### src/rtl/indexed_priority_task_table_macros.svh
// Assertion helpers for the task table.
`ifndef INDEXED_PRIORITY_TASK_TABLE_MACROS_SVH
`define INDEXED_PRIORITY_TASK_TABLE_MACROS_SVH

// Checks that the consequent follows at the same edge.
`define IPTT_ASSERT_NOW(label, ante, cons) \
	label: assert property (@(posedge clk) disable iff (!arst_n) (ante) |-> (cons)) \
		else $error("task table check failed");

// Checks that the consequent holds at the next edge.
`define IPTT_ASSERT_NEXT(label, ante, cons) \
	label: assert property (@(posedge clk) disable iff (!arst_n) (ante) |=> (cons)) \
		else $error("task table check failed");

`endif

### src/rtl/iptt_pkg.sv
`timescale 1ns / 1ps
// ----------------------------------------------------------------------------
// Task table package
// Codes, field widths and shared types of the task table.
// ----------------------------------------------------------------------------
package iptt_pkg;

	localparam int DefaultCapacity = 64;
	localparam int KeyW = 20;
	localparam int OwnerW = 20;
	localparam int PrioW = 30;
	localparam int CmdW = 2;
	localparam int StatusW = 3;
	localparam int InDataW = 72;
	localparam int OutDataW = 24;

	localparam logic [CmdW-1:0] CMD_ADD = 2'd0;
	localparam logic [CmdW-1:0] CMD_CHANGE = 2'd1;
	localparam logic [CmdW-1:0] CMD_REMOVE = 2'd2;
	localparam logic [CmdW-1:0] CMD_TAKE = 2'd3;

	localparam logic [StatusW-1:0] ST_OK = 3'd0;
	localparam logic [StatusW-1:0] ST_EMPTY = 3'd1;
	localparam logic [StatusW-1:0] ST_FULL = 3'd2;
	localparam logic [StatusW-1:0] ST_UNKNOWN = 3'd3;
	localparam logic [StatusW-1:0] ST_DUP = 3'd4;

	typedef struct packed {
		logic valid;
		logic [KeyW-1:0] task_key;
		logic [OwnerW-1:0] owner;
		logic [PrioW-1:0] prio;
	} entry_t;

	typedef struct packed {
		logic accept;
		logic rd_en;
		logic proc_en;
		logic clear_we;
		logic commit;
	} dp_cmd_t;

endpackage

### src/rtl/iptt_ctrl.sv
`timescale 1ns / 1ps
// ----------------------------------------------------------------------------
// Task table controller
// Sequences the clearing pass, the slot scan, the commit and the output.
// ----------------------------------------------------------------------------
module iptt_ctrl import iptt_pkg::*; #(
	parameter int CAPACITY = DefaultCapacity,
	parameter int AW = $clog2(CAPACITY),
	parameter int CW = $clog2(CAPACITY + 1)
) (
	input  logic clk,
	input  logic arst_n,
	input  logic in_valid,
	output logic in_ready,
	output logic out_valid,
	input  logic out_ready,
	output dp_cmd_t cmd,
	output logic [AW-1:0] addr
);

	localparam logic [2:0] S_CLEAR = 3'd0;
	localparam logic [2:0] S_IDLE = 3'd1;
	localparam logic [2:0] S_SCAN = 3'd2;
	localparam logic [2:0] S_DRAIN = 3'd3;
	localparam logic [2:0] S_DONE = 3'd4;
	localparam logic [CW-1:0] Last = CW'(CAPACITY - 1);
	localparam logic [CW-1:0] Cap = CW'(CAPACITY);

	logic [2:0] state_q;
	logic [CW-1:0] cnt_q;
	logic rd_vld_s1;
	logic out_free;

	assign addr = cnt_q[AW-1:0];
	assign in_ready = state_q == S_IDLE;
	assign out_free = !out_valid || out_ready;

	always_comb begin
		cmd.accept = in_valid && in_ready;
		cmd.rd_en = state_q == S_SCAN && cnt_q != Cap;
		cmd.proc_en = rd_vld_s1;
		cmd.clear_we = state_q == S_CLEAR;
		cmd.commit = state_q == S_DONE && out_free;
	end

	always_ff @(posedge clk or negedge arst_n) begin
		if (!arst_n) begin
			state_q <= S_CLEAR;
			cnt_q <= '0;
			rd_vld_s1 <= 1'b0;
			out_valid <= 1'b0;
		end else begin
			rd_vld_s1 <= cmd.rd_en;
			if (out_valid && out_ready) begin
				out_valid <= 1'b0;
			end
			unique case (state_q)
				S_CLEAR: begin
					cnt_q <= cnt_q + 1'b1;
					if (cnt_q == Last) begin
						state_q <= S_IDLE;
					end
				end
				S_IDLE: begin
					cnt_q <= '0;
					if (cmd.accept) begin
						state_q <= S_SCAN;
					end
				end
				S_SCAN: begin
					if (cnt_q == Cap) begin
						state_q <= S_DRAIN;
					end else begin
						cnt_q <= cnt_q + 1'b1;
					end
				end
				S_DRAIN: begin
					state_q <= S_DONE;
				end
				S_DONE: begin
					if (out_free) begin
						out_valid <= 1'b1;
						state_q <= S_IDLE;
					end
				end
				default: begin
					state_q <= S_IDLE;
				end
			endcase
		end
	end

endmodule

### config.mk
export PLATFORM = sky130hd
export DESIGN_NAME = iptt_ctrl
export DESIGN_NICKNAME = d
export VERILOG_FILES = /design/src/rtl/indexed_priority_task_table_macros.svh /design/src/rtl/iptt_pkg.sv /design/src/rtl/iptt_ctrl.sv
export SDC_FILE = /design/constraint.sdc
export NUM_CORES = 1
export LEC_CHECK = 0
export BUFFER_PORTS_ARGS = -buffer_cell sky130_fd_sc_hd__buf_2
export CAP_MARGIN = 20
export CORE_UTILIZATION = 51
export CTS_CLUSTER_SIZE = 20
export DETAILED_ROUTE_END_ITERATION = 7
export GPL_TIMING_DRIVEN = 0
export PLACE_DENSITY = 0.76
export SETUP_SLACK_MARGIN = 0.02
export SYNTH_ARGS = -nofsm -noshare
export SYNTH_HDL_FRONTEND = slang
export SYNTH_SLANG_ARGS = --single-unit
### constraint.sdc
create_clock -name clk -period 1.59 [get_ports clk]
set_input_delay 0.159 -clock clk [delete_from_list [all_inputs] [get_ports clk]]
set_output_delay 0.159 -clock clk [all_outputs]
set_load 0.02 [all_outputs]
# Yosys cells after proc, flatten, opt, wreduce, memory -nomap -nowiden
# Index checks and enable logic that the tools add are counted.
# classes
add_sub_neg,1
multipliers,0
div_mod_pow,0
order_cmp,0
n_eq_ne,12
shifts,0
n_mux,10
bitwise,0
reduce_logical,10
# op_table
cell,n
7-bit one-hot mux with 3 select lines,1
3-bit one-hot mux with 5 select lines,1
3-bit 2-to-1 mux,4
"7-bit by 1-bit adder with 7-bit output, second input constant",1
"7-bit by 6-bit == test with 1-bit output, second input constant",1
"7-bit == test, second input constant",1
7-bit 2-to-1 mux,1
"7-bit inequality test, second input constant",1
"3-bit by 2-bit == test with 1-bit output, second input constant",2
"2-bit by 1-bit inequality test with 1-bit output, second input constant",3
1-bit logical AND,4
"2-bit inequality test, second input constant",2
4-bit AND reduction,1
"3-bit by 1-bit == test with 1-bit output, second input constant",1
"3-bit == test, second input constant",1
3-bit logical NOT,1
1-bit 2-to-1 mux,3
3-bit nonzero test,1
2-bit AND reduction,1
1-bit logical NOT,1
1-bit logical OR,1
# word_totals
regBits,12
latch_bits,0
ram_bits,0
mem_bits_ro,0
input_bits,4
out_inout_bits,13
mem_count,0

# Depth between registers and ports, before layout
# depth
depth_word,4
depth_mapped,4
ltp_nobuf,4

# Worst setup path after synthesis
# Ideal clock, no wire load.
# synth_timing
path_kind,register to output
start,register state_q[1]
end,output cmd[4] (netlist bit)
arrival_ns,1.422
required_time_ns,1.431
setup_slack_ns,0.009
stages_incl_launch_ff,4
path_buffers,1
path_cell_list,dfrtp_1 buf_2 nor3_1 and2_1
# synth_rtl
element,line,rtl
"start, declared",iptt_ctrl.sv:29,logic [2:0] state_q;
"start signal, assigned",iptt_ctrl.sv:48,state_q <= S_CLEAR;
"start signal, assigned",iptt_ctrl.sv:61,state_q <= S_IDLE;
"start signal, assigned",iptt_ctrl.sv:67,state_q <= S_SCAN;
"end, declared",iptt_ctrl.sv:17,"output dp_cmd_t cmd,"

==> flow_summary.yaml <==
cells_and_area:
  layout_common_cells: "buf_4, buf_2, nand2_1, dfrtp_2, dfrtp_1"
  nFillCells: 89
  final_core_util_pct: 76.7
  mostFrequentLayoutCell: "buf_4"
  drive_above_1_share_pct: 50.4
  fin_nets: 120
  synthToLayoutAreaGrowth_pct: 33.8
  num_antenna_cells: 0
  final_cells: 128
worst_setup_path:
  worstPathRequired_ns: 1.43
  r2r_start: "state_q[0]"
  crit_arrival_ns: 1.39
  critical_path_class: "flop to output pin"
  critPathLaunchType: "flop"
  rrSetupSlack_ns: 0.06
  r2r_end: "state_q[0]"
  slowest_delay_ns: 0.44
  crit_family: "flip-flops"
  cp-end-kind: "output pin"
  slowest_stage: "dfrtp_2"
  cp_cell_sequence: "nor4_4 -> a31oi_2 -> buf_4"
  worstRegToRegCells: 5
  cp.buffers_inverters: 1
  crit_path_max_fanout: 3
global_routing:
  grt.total_usage_pct: 25.9
  grt_overflow: 0
  grt_pass1_vias: 581
  grt_max_degree: 13
  antenna_found_initial: 0
  grt_first_pass_wirelength_um: 2680
cts:
  cts_made_buffers: 3
  clk_pin_slew_ns: 0.09
  root_buffer: "clkbuf_4"
  cts_num_sinks: 12
  clockBufferDepth: 2
  htree_levels: 1
  insertion_delay_ns: 0.29
  cts_tree: "built"
die:
  die_y_um: 41.0
  pin_count: 17
  initial_utilization_pct: 57.4
  die_w_um: 41.0
  row_count: 13
  dieArea_mm2: 0.00168
  design.core.area_mm2: 0.00135
power_and_ir_drop:
  powerDensity_mw_per_mm2: 1920
  seq_power_share_pct: 26.7
  share_comb_of_total_power_pct: 60.2
  swShare_pct: 43.6
  internal_power_mw: 1.12
  power_leakage_nw: 0.528
  clockPowerShare_pct: 13.1
  total_power_mw: 1.99
  switchingPower_mw: 0.868
  vdd_drop_max_mv: 0.939
worst_hold_path:
  whs_endpoint: "state_q[1]"
  hold_class: "primary input to flop"
  min_from: "in_valid"
  min_path_cells: 3
sta:
  fin_crit_sh_pct: 97.2
  setup_viol: 0
  drv_slew: 0
  rsz0062_at_grt: "yes"
  tns_ns: 0
  hold_viol: 0
  finClkSkew_ns: 0.00426
  maxSlewHeadroom_pct: 75.6
  tightest_slew_ns: 0.366
  max_clock_freq_mhz: 647
  min_period_ns: 1.55
place:
  io_buffers: 16
  dp_hpwl_um: 1170
  dp_cells: 114
  routabilityCongestion: 0.806
flow_run:
  maxCapViolCount: 0
drt:
  via_per_inst: 5.84
  vias: 748
  dr_wl_met3_um: 122
  wl_met1_um: 869
  antenna_left: 0
  dr.pass1.iters: 5
  drc: 0
  wl_met2_um: 882
  wirelength_um: 1920
  routedWlPerCell_um: 15.0
  drtIter0Drc: 17
  highest_layer: "met4"
yosys:
  ys_ff_latch: 12
  syn_area_um2: 774
  syn_avg_cell_area_um2: 9.33
  syn_inst: 83
  seq_area_frac_synth_pct: 38.8
  synth_warnings: 0
  synthArstFlopShare_pct: 100
  synth_edf_count: 0
  syn-num-nets: 89
  ys_types: 37
  synthFlopType: "dfrtp_1"
run_status:
  status: "completed"
-- repair_timing --
item	CTS	global route
pin swaps	2	3
setup endpoints to repair	3	5
endpoints found under the hold margin	12	0
gates resized for setup	8	11
hold buffers	1	0
setup buffers	4	5
-- Yosys cell counts, types with 3 or more instances --
master | count | area (um2)
o21ai_0 | 3 | 15.0
a21oi_1 | 4 | 20.0
dfrtp_1 | 12 | 300
nand2_1 | 9 | 33.8
inv_1 | 3 | 11.3
nand2b_1 | 3 | 18.8
buf_4 | 7 | 52.6
nor3_1 | 3 | 15.0
nor2_1 | 4 | 15.0
-- power by group through the flow --
stage / registers (mW) / logic, mW / clock network, mW
floorplan: 0.528 / 0.687 / 0
global route: 0.546 / 1.30 / 0.280
finish: 0.531 / 1.20 / 0.261
CTS: 0.544 / 1.03 / 0.256
global placement: 0.552 / 0.890 / 0
detailed placement: 0.557 / 0.905 / 0
-- registers in the layout, indices dropped and copies added, names as in the netlist --
register	cells
cnt_q	7
out_valid	1
rd_vld_s1	1
state_q	3
-- final cells by class --
class                           instances  area, um2  area share [%]
Buffer                                 11       83.8            8.09
Clock buffer                            4       36.3            3.50
Inverter                                3       11.3            1.09
Multi-Input combinational cell         57        417            40.2
Sequential cell                        12        309            29.8
Tap cell                               15       18.8            1.81
Timing Repair Buffer                   26        160            15.5
-- how the worst max path moves through the flow --
| stage | end | slack, ns | cells after the start | start |
|---|---|---|---|---|
| 2_1_floorplan | cnt_q[6] | 0.21 | 4 | cnt_q[0] |
| 6_report | cmd[3] | 0.04 | 3 | cnt_q[3] |
| 3_5_place_dp | cnt_q[2] | 0.11 | 4 | cnt_q[0] |
| 4_1_cts | cmd[3] | 0.02 | 3 | cnt_q[4] |
| 3_3_place_gp | cnt_q[2] | 0.12 | 4 | cnt_q[0] |
| 5_1_grt | cmd[3] | -0.02 | 3 | cnt_q[3] |
-- worst register-to-register path, cell delays in order (launching register included) --
cell and delay [ns]:
dfrtp_2 0.42, buf_4 0.15, buf_4 0.14, or3b_2 0.48, a21oi_2 0.14, o21ai_0 0.09
-- per-layer routing --
| layer | up-vias | global-route usage, % |
|---|---|---|
| met3 | 4 | 6.52 |
| met4 | 0 | 19.2 |
| met5 | - | 0 |
| li1 | 360 | - |
| met2 | 35 | 37.9 |
| met1 | 349 | 32.4 |
-- stage by stage --
step	hold slack [ns]	setup slack, ns	cell area (um2)
finish	0.137	0.0442	1040
global route	0.170	-0.0232	1040
CTS	0.147	0.0163	972
detailed placement	0.0511	0.108	878
global placement	0.0501	0.123	878
floorplan	-0.137	0.215	779
-- cell families after synthesis --
group	Yosys count	share of synthesized area (%)
flops	12	38.8
fa+ha+maj	2	3.23
buf+inv	14	11.3
simple gates	34	26.5
mux	2	2.58
compound gates	19	17.6
(Power assumes the default switching activity.)
