## config.mk

```make
export PLATFORM = sky130hd
export DESIGN_NAME = iptt_datapath
export DESIGN_NICKNAME = d
export VERILOG_FILES = /design/src/rtl/indexed_priority_task_table_macros.svh /design/src/rtl/iptt_pkg.sv /design/src/rtl/iptt_datapath.sv
export SDC_FILE = /design/constraint.sdc
export NUM_CORES = 2
export LEC_CHECK = 0
export ABC_CLOCK_PERIOD_IN_PS = 9300
export BUFFER_PORTS_ARGS = -buffer_cell sky130_fd_sc_hd__buf_4
export CAP_MARGIN = 20
export CORE_ASPECT_RATIO = 0.9
export CORE_UTILIZATION = 50
export CTS_CLUSTER_SIZE = 8
export DETAILED_ROUTE_END_ITERATION = 16
export PLACE_DENSITY = 0.67
export SLEW_MARGIN = 20
export SYNTH_ARGS = -nofsm -noshare
export SYNTH_HDL_FRONTEND = slang
export SYNTH_MEMORY_MAX_BITS = 65536
export SYNTH_SLANG_ARGS = --single-unit
```

## constraint.sdc

```tcl
create_clock -name clk -period 9.3 [get_ports clk]
set_clock_uncertainty 0.2 [all_clocks]
set_input_delay 1.86 -clock clk [delete_from_list [all_inputs] [get_ports clk]]
set_output_delay 1.86 -clock clk [all_outputs]
set_load 0.02 [all_outputs]
```

## src/rtl/indexed_priority_task_table_macros.svh

```systemverilog
// Assertion helpers for the task table.
`ifndef INDEXED_PRIORITY_TASK_TABLE_MACROS_SVH
`define INDEXED_PRIORITY_TASK_TABLE_MACROS_SVH

// Checks that the consequent follows at the same edge.
`define IPTT_ASSERT_NOW(label, ante, cons) \
	label: assert property (@(posedge clk) disable iff (!arst_n) (ante) |-> (cons)) \
		else $error("task table check failed");

// Checks that the consequent holds at the next edge.
`define IPTT_ASSERT_NEXT(label, ante, cons) \
	label: assert property (@(posedge clk) disable iff (!arst_n) (ante) |=> (cons)) \
		else $error("task table check failed");

`endif

```

## src/rtl/iptt_pkg.sv

```systemverilog
`timescale 1ns / 1ps
// ----------------------------------------------------------------------------
// Task table package
// Codes, field widths and shared types of the task table.
// ----------------------------------------------------------------------------
package iptt_pkg;

	localparam int DefaultCapacity = 64;
	localparam int KeyW = 20;
	localparam int OwnerW = 20;
	localparam int PrioW = 30;
	localparam int CmdW = 2;
	localparam int StatusW = 3;
	localparam int InDataW = 72;
	localparam int OutDataW = 24;

	localparam logic [CmdW-1:0] CMD_ADD = 2'd0;
	localparam logic [CmdW-1:0] CMD_CHANGE = 2'd1;
	localparam logic [CmdW-1:0] CMD_REMOVE = 2'd2;
	localparam logic [CmdW-1:0] CMD_TAKE = 2'd3;

	localparam logic [StatusW-1:0] ST_OK = 3'd0;
	localparam logic [StatusW-1:0] ST_EMPTY = 3'd1;
	localparam logic [StatusW-1:0] ST_FULL = 3'd2;
	localparam logic [StatusW-1:0] ST_UNKNOWN = 3'd3;
	localparam logic [StatusW-1:0] ST_DUP = 3'd4;

	typedef struct packed {
		logic valid;
		logic [KeyW-1:0] task_key;
		logic [OwnerW-1:0] owner;
		logic [PrioW-1:0] prio;
	} entry_t;

	typedef struct packed {
		logic accept;
		logic rd_en;
		logic proc_en;
		logic clear_we;
		logic commit;
	} dp_cmd_t;

endpackage

```

## src/rtl/iptt_datapath.sv

```systemverilog
`timescale 1ns / 1ps
// ----------------------------------------------------------------------------
// Task table datapath
// Slot memory, scan trackers, result logic and the output data register.
// ----------------------------------------------------------------------------
module iptt_datapath import iptt_pkg::*; #(
	parameter int CAPACITY = DefaultCapacity,
	parameter int AW = $clog2(CAPACITY)
) (
	input  logic clk,
	input  logic arst_n,
	input  dp_cmd_t cmd,
	input  logic [AW-1:0] addr,
	input  logic [CmdW-1:0] in_cmd,
	input  logic [KeyW-1:0] in_key,
	input  logic [OwnerW-1:0] in_owner,
	input  logic [PrioW-1:0] in_prio,
	output logic [OwnerW-1:0] owner_out,
	output logic [StatusW-1:0] status
);

	entry_t mem [CAPACITY];
	entry_t rdata_s1;
	logic [AW-1:0] ridx_s1;

	logic [CmdW-1:0] cmd_q;
	logic [KeyW-1:0] key_q;
	logic [OwnerW-1:0] owner_q;
	logic [PrioW-1:0] prio_q;

	logic match_vld_q, free_vld_q, best_vld_q;
	logic [AW-1:0] match_idx_q, free_idx_q, best_idx_q;
	logic [OwnerW-1:0] match_owner_q, best_owner_q;
	logic [KeyW-1:0] best_key_q;
	logic [PrioW-1:0] best_prio_q;

	logic we;
	logic [AW-1:0] waddr;
	entry_t wdata;
	logic [StatusW-1:0] res_status;
	logic [OwnerW-1:0] res_owner;
	logic better;

	always_ff @(posedge clk) begin
		if (we) begin
			mem[waddr] <= wdata;
		end
		if (cmd.rd_en) begin
			rdata_s1 <= mem[addr];
			ridx_s1 <= addr;
		end
	end

	always_ff @(posedge clk) begin
		if (cmd.accept) begin
			cmd_q <= in_cmd;
			key_q <= in_key;
			owner_q <= in_owner;
			prio_q <= in_prio;
		end
	end

	assign better = rdata_s1.valid && (!best_vld_q || rdata_s1.prio > best_prio_q ||
		(rdata_s1.prio == best_prio_q && rdata_s1.task_key > best_key_q));

	always_ff @(posedge clk or negedge arst_n) begin
		if (!arst_n) begin
			match_vld_q <= 1'b0;
			free_vld_q <= 1'b0;
			best_vld_q <= 1'b0;
		end else if (cmd.accept) begin
			match_vld_q <= 1'b0;
			free_vld_q <= 1'b0;
			best_vld_q <= 1'b0;
		end else if (cmd.proc_en) begin
			if (rdata_s1.valid && rdata_s1.task_key == key_q && !match_vld_q) begin
				match_vld_q <= 1'b1;
			end
			if (!rdata_s1.valid && !free_vld_q) begin
				free_vld_q <= 1'b1;
			end
			if (better) begin
				best_vld_q <= 1'b1;
			end
		end
	end

	always_ff @(posedge clk) begin
		if (cmd.proc_en) begin
			if (rdata_s1.valid && rdata_s1.task_key == key_q && !match_vld_q) begin
				match_idx_q <= ridx_s1;
				match_owner_q <= rdata_s1.owner;
			end
			if (!rdata_s1.valid && !free_vld_q) begin
				free_idx_q <= ridx_s1;
			end
			if (better) begin
				best_idx_q <= ridx_s1;
				best_owner_q <= rdata_s1.owner;
				best_key_q <= rdata_s1.task_key;
				best_prio_q <= rdata_s1.prio;
			end
		end
	end

	always_comb begin
		we = 1'b0;
		waddr = addr;
		wdata = '0;
		res_status = ST_OK;
		res_owner = '0;
		unique case (cmd_q)
			CMD_ADD: begin
				if (match_vld_q) begin
					res_status = ST_DUP;
				end else if (!free_vld_q) begin
					res_status = ST_FULL;
				end else begin
					we = cmd.commit;
					waddr = free_idx_q;
					wdata = '{valid: 1'b1, task_key: key_q, owner: owner_q, prio: prio_q};
				end
			end
			CMD_CHANGE: begin
				if (!match_vld_q) begin
					res_status = ST_UNKNOWN;
				end else begin
					we = cmd.commit;
					waddr = match_idx_q;
					wdata = '{valid: 1'b1, task_key: key_q, owner: match_owner_q,
						prio: prio_q};
				end
			end
			CMD_REMOVE: begin
				if (!match_vld_q) begin
					res_status = ST_UNKNOWN;
				end else begin
					we = cmd.commit;
					waddr = match_idx_q;
				end
			end
			default: begin
				if (!best_vld_q) begin
					res_status = ST_EMPTY;
				end else begin
					res_owner = best_owner_q;
					we = cmd.commit;
					waddr = best_idx_q;
				end
			end
		endcase
		if (cmd.clear_we) begin
			we = 1'b1;
			waddr = addr;
			wdata = '0;
		end
	end

	always_ff @(posedge clk) begin
		if (cmd.commit) begin
			owner_out <= res_owner;
			status <= res_status;
		end
	end

endmodule

```

After elaboration in Yosys (flattened, before gate mapping)
Memories as Yosys holds them, arrays and structs flattened. A register that Yosys moved wholly into a read port is not among the register bits.
Index checks and enable logic that the tools add are counted.
{ "word_totals": {"output_inout_bits": 23, "word_cells": 82, "ram_bits": 4544, "n_memories": 1, "in_bits": 85, "reg_bits": 212} }
{ "op_classes": {"mux": 33, "order_cmp": 2, "eq_ne": 4, "n_reduce_logical": 24, "bitwise_logic": 1} }
{ "memory_table": {"columns": ["memory", "words", "word_bits", "read_ports", "rd_ports_with_merged_regs", "write_ports", "line_no", "text"], "rows": [
  ["mem", 64, 71, 1, 1, 1, "iptt_datapath.sv:22", "entry_t mem [CAPACITY];"]
]} }
{ "op_table": {"columns": ["cell", "n"], "rows": [
  ["71-bit two-way mux", 4],
  ["71-bit one-hot mux with 2 select lines", 1],
  ["30-bit equality test", 1],
  ["30-bit greater-than comparator", 1],
  ["6-bit two-way mux", 5],
  ["20-bit equality test", 1],
  ["20-bit greater-than comparator", 1],
  ["1-bit two-way mux", 17],
  ["6-bit one-hot mux with 2 select lines", 1],
  ["2-bit AND reduction", 6],
  ["2-bit nonzero test", 4],
  ["3-bit one-hot mux with 2 select lines", 1],
  ["1-bit logical AND", 5],
  ["1-bit logical NOT", 4],
  ["2-bit two-way mux", 2],
  ["4-bit OR reduction", 1],
  ["3-bit two-way mux", 1],
  ["2-bit by 1-bit equality test with 1-bit output (second input constant)", 1],
  ["2-bit equality test (second input constant)", 1],
  ["2-bit logical NOT", 1],
  ["1-bit logical OR", 2],
  ["1-bit one-hot mux with 2 select lines", 1],
  ["2-bit OR reduction", 1],
  ["1-bit NOT", 1]
]} }

Depth between registers and ports, before layout
{ "logic_depth": {"word_depth": 7, "mapped_depth": 10, "mapped_depth_nobuf": 8} }

Worst setup path after synthesis
Ideal clock, no wire load.
{ "synth_path": {"path_kind": "in2reg", "startpoint": "in cmd[2] in the netlist's numbering", "endpoint": "reg best_idx_q[0], enable pin", "t_required_ns": 8.478, "setup_ns": 0.622, "setup_slack_ns": 0.879, "path_buffers": 0, "arrival_ns": 7.598, "cell_stages": 2, "cell_sequence": "nand2_1 -> o31ai_1"} }
{ "synth_between": {"elab_chain_cells": 1} }
{ "synth_rtl": {"columns": ["item", "line_no", "text"], "rows": [
  ["start: declaration", "iptt_datapath.sv:12", "input dp_cmd_t cmd,"],
  ["2-bit AND reduction (no line)", null, null],
  ["end signal: assignment", "iptt_datapath.sv:98", "best_idx_q <= ridx_s1;"],
  ["end: declaration", "iptt_datapath.sv:32", "logic [AW-1:0] match_idx_q, free_idx_q, best_idx_q;"]
]} }
No other way between the ends.
A chain may end at the register's enable or synchronous reset.

Final worst setup path
{ "layout_path": {"startpoint": "reg cmd_q[0]", "endpoint": "mem mem[45][45] in the netlist's numbering, enable pin"} }
{ "layout_between": {"elab_chain_cells": 6, "elab_cells_between_ends": 10, "classes_between": "eq/ne: 2; mux: 6; reduce/logical: 2"} }
{ "layout_rtl": {"columns": ["item", "line_no", "text"], "rows": [
  ["start: declaration", "iptt_datapath.sv:26", "logic [CmdW-1:0] cmd_q;"],
  ["start signal: assignment", "iptt_datapath.sv:56", "cmd_q <= in_cmd;"],
  ["2-bit equality test or 2-bit by 1-bit equality test with 1-bit output (tied branches)", "iptt_datapath.sv:112", "unique case (cmd_q)"],
  ["2-bit OR reduction (no line)", null, null],
  ["1-bit one-hot mux with 2 select lines", "iptt_datapath.sv:112", null],
  ["1-bit two-way mux", "iptt_datapath.sv:152", "if (cmd.clear_we) begin"],
  ["1-bit two-way mux", "iptt_datapath.sv:45", "if (we) begin"],
  ["1-bit two-way mux (not written as such)", "iptt_datapath.sv:46", "mem[waddr] <= wdata;"],
  ["end: declaration", "iptt_datapath.sv:22", null]
]} }
Parallel ways exist; a longest one is shown, timed or not.

==> flow_metrics.tcl <==
set metrics [dict create \
    syn_nets 7452 \
    pre_cts_ws_ns 2.870 \
    die_w_um 639.5 \
    switchingPower_mw 10.13 \
    clockRootBuffer "clkbuf_16" \
    async_flop_share_pct 0.06215 \
    top_layer "met4" \
    fin_crit_ns 5.938 \
    yosysTopAreaCell "edfxtp_1" \
    path_buf_inv 3 \
    grt_pass1_vias 88050 \
    dpl.cell_count 12200 \
    critical_path_class "reg -> reg" \
    pwr-share-clk_pct 45.6 \
    cts_tree "yes" \
    dr.pass1.iters 5 \
    path_delay_family "simple AND/OR/NAND/NOR gates" \
    worstPathArrival_ns 6.40 \
    path_clk_slew_ns 0.05 \
    worst_slack_ns 3.362 \
    dr_wl_met2_mm 235.6 \
    combPwrFrac_pct 3.7 \
    fillerInstances 25080 \
    ant_nets 0 \
    hold_violations 0 \
    finalSetupTns_ns 0 \
    hold_class "reg -> reg" \
    synth-seq-cells 4827 \
    ios 108 \
    rows 210 \
    final_cell_area_mm2 0.2102 \
    grt_pass1_wl_mm 693.0 \
    switching_share_pct 21.18 \
    post_cts_buffers 0 \
    cp-end-kind "flop" \
    drive_gt1_share_pct 32.93 \
    worst_ir_drop_vdd_mv 0.1971 \
    dp_hpwl_mm 253.3 \
    antenna_found_initial 5 \
    drc 0 \
    ctsHoldBuffers 0 \
    syn_area_mm2 0.1829 \
    synthTopCellsByArea "edfxtp_1, mux4_2, a22oi_1, clkbuf_1, ha_1" \
    routed_wl_mm 500.5 \
    finalMaxSlewViolations 0 \
    synth_area_per_cell_um2 25.01 \
    ys.flop_type "edfxtp_1" \
    numPortBuffers 107 \
    setup_violations 0 \
    leakage_nw 62.27 \
    post-route-util_pct 57.77 \
    cts-htree-levels 6 \
    fmax_mhz 168.4 \
    grt_setup_unrepaired "false" \
    initial_core_util_pct 50.26 \
    yosysMostFrequentCell "edfxtp_1" \
    fp.coreArea_mm2 0.3639 \
    instances_no_fill 12990 \
    clock-sinks 4827 \
    cts_max_path_buffers 4 \
    p_seq_share_pct 50.8 \
    clk_latency_ns 1.06 \
    required_ns 9.77 \
    hold_ws_ns 0.2467 \
    yosys.cell_types.count 47 \
    worstPathMaxFanout 30 \
    nNetsFinal 8156 \
    post_drt_wl_per_cell_um 38.52 \
    yosys_warnings 0 \
    cts_made_buffers 674 \
    cts_resized 0 \
    viasPerCell 6.765 \
    placed_cell_area_mm2 0.1915 \
    synth_edf_count 4824 \
    ys_seq_area_share_pct 79.25 \
    p_total_mw 47.83 \
    crit_chain "inv_1, ha_1, inv_1, o21ai_1, a21oi_1, o21ai_0, nand4_1, nor2_4, buf_4" \
    via_count 87910 \
    syn_inst 7313 \
    synth_top_area_share_pct 79.21 \
    globalRoute.totalOverflow 0 \
    slew_headroom_pct 14.84 \
    gp_congestion 0.8193 \
    p_int_mw 37.70 \
    met3WireLength_mm 59.44 \
    syn_to_final_growth_pct 14.95 \
    wl_met1_mm 187.5 \
    max_cap_viol_count 0 \
    dieArea_mm2 0.3682 \
    slowest_stage "nor2_4" \
    p_per_area_mw_per_mm2 227.5 \
    cp-start-kind "flop" \
    fin_crit_sh_pct 63.85 \
    grt_max_degree 132 \
    outcome "finished clean" \
    max_stage_delay_ns 1.22 \
    worst_path_most_repeated_cell "inv_1" \
    drt_iter0_drc 13990 \
    grt_usage_pct 27.15 \
    die_y_um 575.8 \
    worst_slew_pin_slew_ns 1.266 \
    netlist_top_cells_count "edfxtp_1, mux4_2, clkbuf_1" \
]
-- registers in the layout, indices dropped and copies added, names as in the netlist, 2 cells and up --
name	count
ridx_s1	6
owner_out	20
best_key_q	20
cmd_q	2
match_owner_q	20
best_prio_q	30
owner_q	20
best_owner_q	20
free_idx_q	6
mem	4544
rdata_s1	71
key_q	20
prio_q	30
status	3
match_idx_q	6
best_idx_q	6
-- layout by cell type (no fill, tap or decap), types with 7 or more instances in the layout --
master,n
clkinv_8,15
ha_1,54
nor2_1,7
buf_4,350
o21ai_0,9
diode_2,13
nand2_1,80
and2_2,11
a22oi_1,168
xnor2_1,15
and2_1,53
edfxtp_1,4824
inv_16,13
mux4_2,1420
clkbuf_1,26
nor2_4,86
nand3_1,19
a21oi_1,31
a21o_1,10
clkinv_16,26
nand4_1,15
buf_12,41
and2_4,8
inv_1,56
clkbuf_16,678
-- power groups by stage --
| stage | clock (mW) | sequential (mW) | combinational, mW |
|---|---|---|---|
| floorplan | 0 | 24.6 | 1.05 |
| global placement | 0 | 24.7 | 1.73 |
| detailed placement | 0 | 24.7 | 1.74 |
| CTS | 22.0 | 24.3 | 1.75 |
| global route | 22.9 | 24.3 | 1.82 |
| finish | 21.8 | 24.3 | 1.75 |
-- final cells by class --
cell class              count  area, um2  area share [%]
diodes                     13      32.53         0.01547
clock buffers             704      17060           8.117
clock inverters            60       1318          0.6267
inverters                  56      210.2         0.09999
multi-input cells        2055      36880           17.54
flip-flops and latches   4827     144900           68.94
well taps                4876       6101           2.902
repair buffers            403       3696           1.758
-- path summary, 6_finish.rpt --
kind	cells past startpoint	slack, ns	to	start
max in group asynchronous	1	8.34	free_vld_q$_DFFE_PN0P_	arst_n
setup reg to reg	9	3.36	mem[45][45]$_DFFE_PP_	cmd_q[0]$_DFFE_PP_
setup / recovery	9	3.36	mem[45][45]$_DFFE_PP_	cmd_q[0]$_DFFE_PP_
min in group asynchronous	1	0.42	best_vld_q$_DFFE_PN0P_	arst_n
hold / removal	0	0.25	best_prio_q[19]$_DFFE_PP_	rdata_s1[19]$_DFFE_PP_
hold reg to reg	0	0.25	best_prio_q[19]$_DFFE_PP_	rdata_s1[19]$_DFFE_PP_
-- metal layers --
metal  global-route usage, %  vias to the layer above
li1                        -                    32980
met1                   39.00                    47680
met2                   42.16                     6291
met3                   5.737                      952
met4                   8.803                        0
met5                       0                        -
-- logic make-up after synthesis --
group / count (synthesis) / share of synthesized area (%)
AOI/OAI and AO/OA: 246 / 0.9633
buffers and inverters: 431 / 0.9886
DFF: 4827 / 79.25
muxes: 1422 / 17.50
and+or+nand+nor: 313 / 0.8367
xor gates and xnor gates: 20 / 0.09578
adders and majority gates: 54 / 0.3694
No activity file was read; power rests on OpenSTA's default activity.
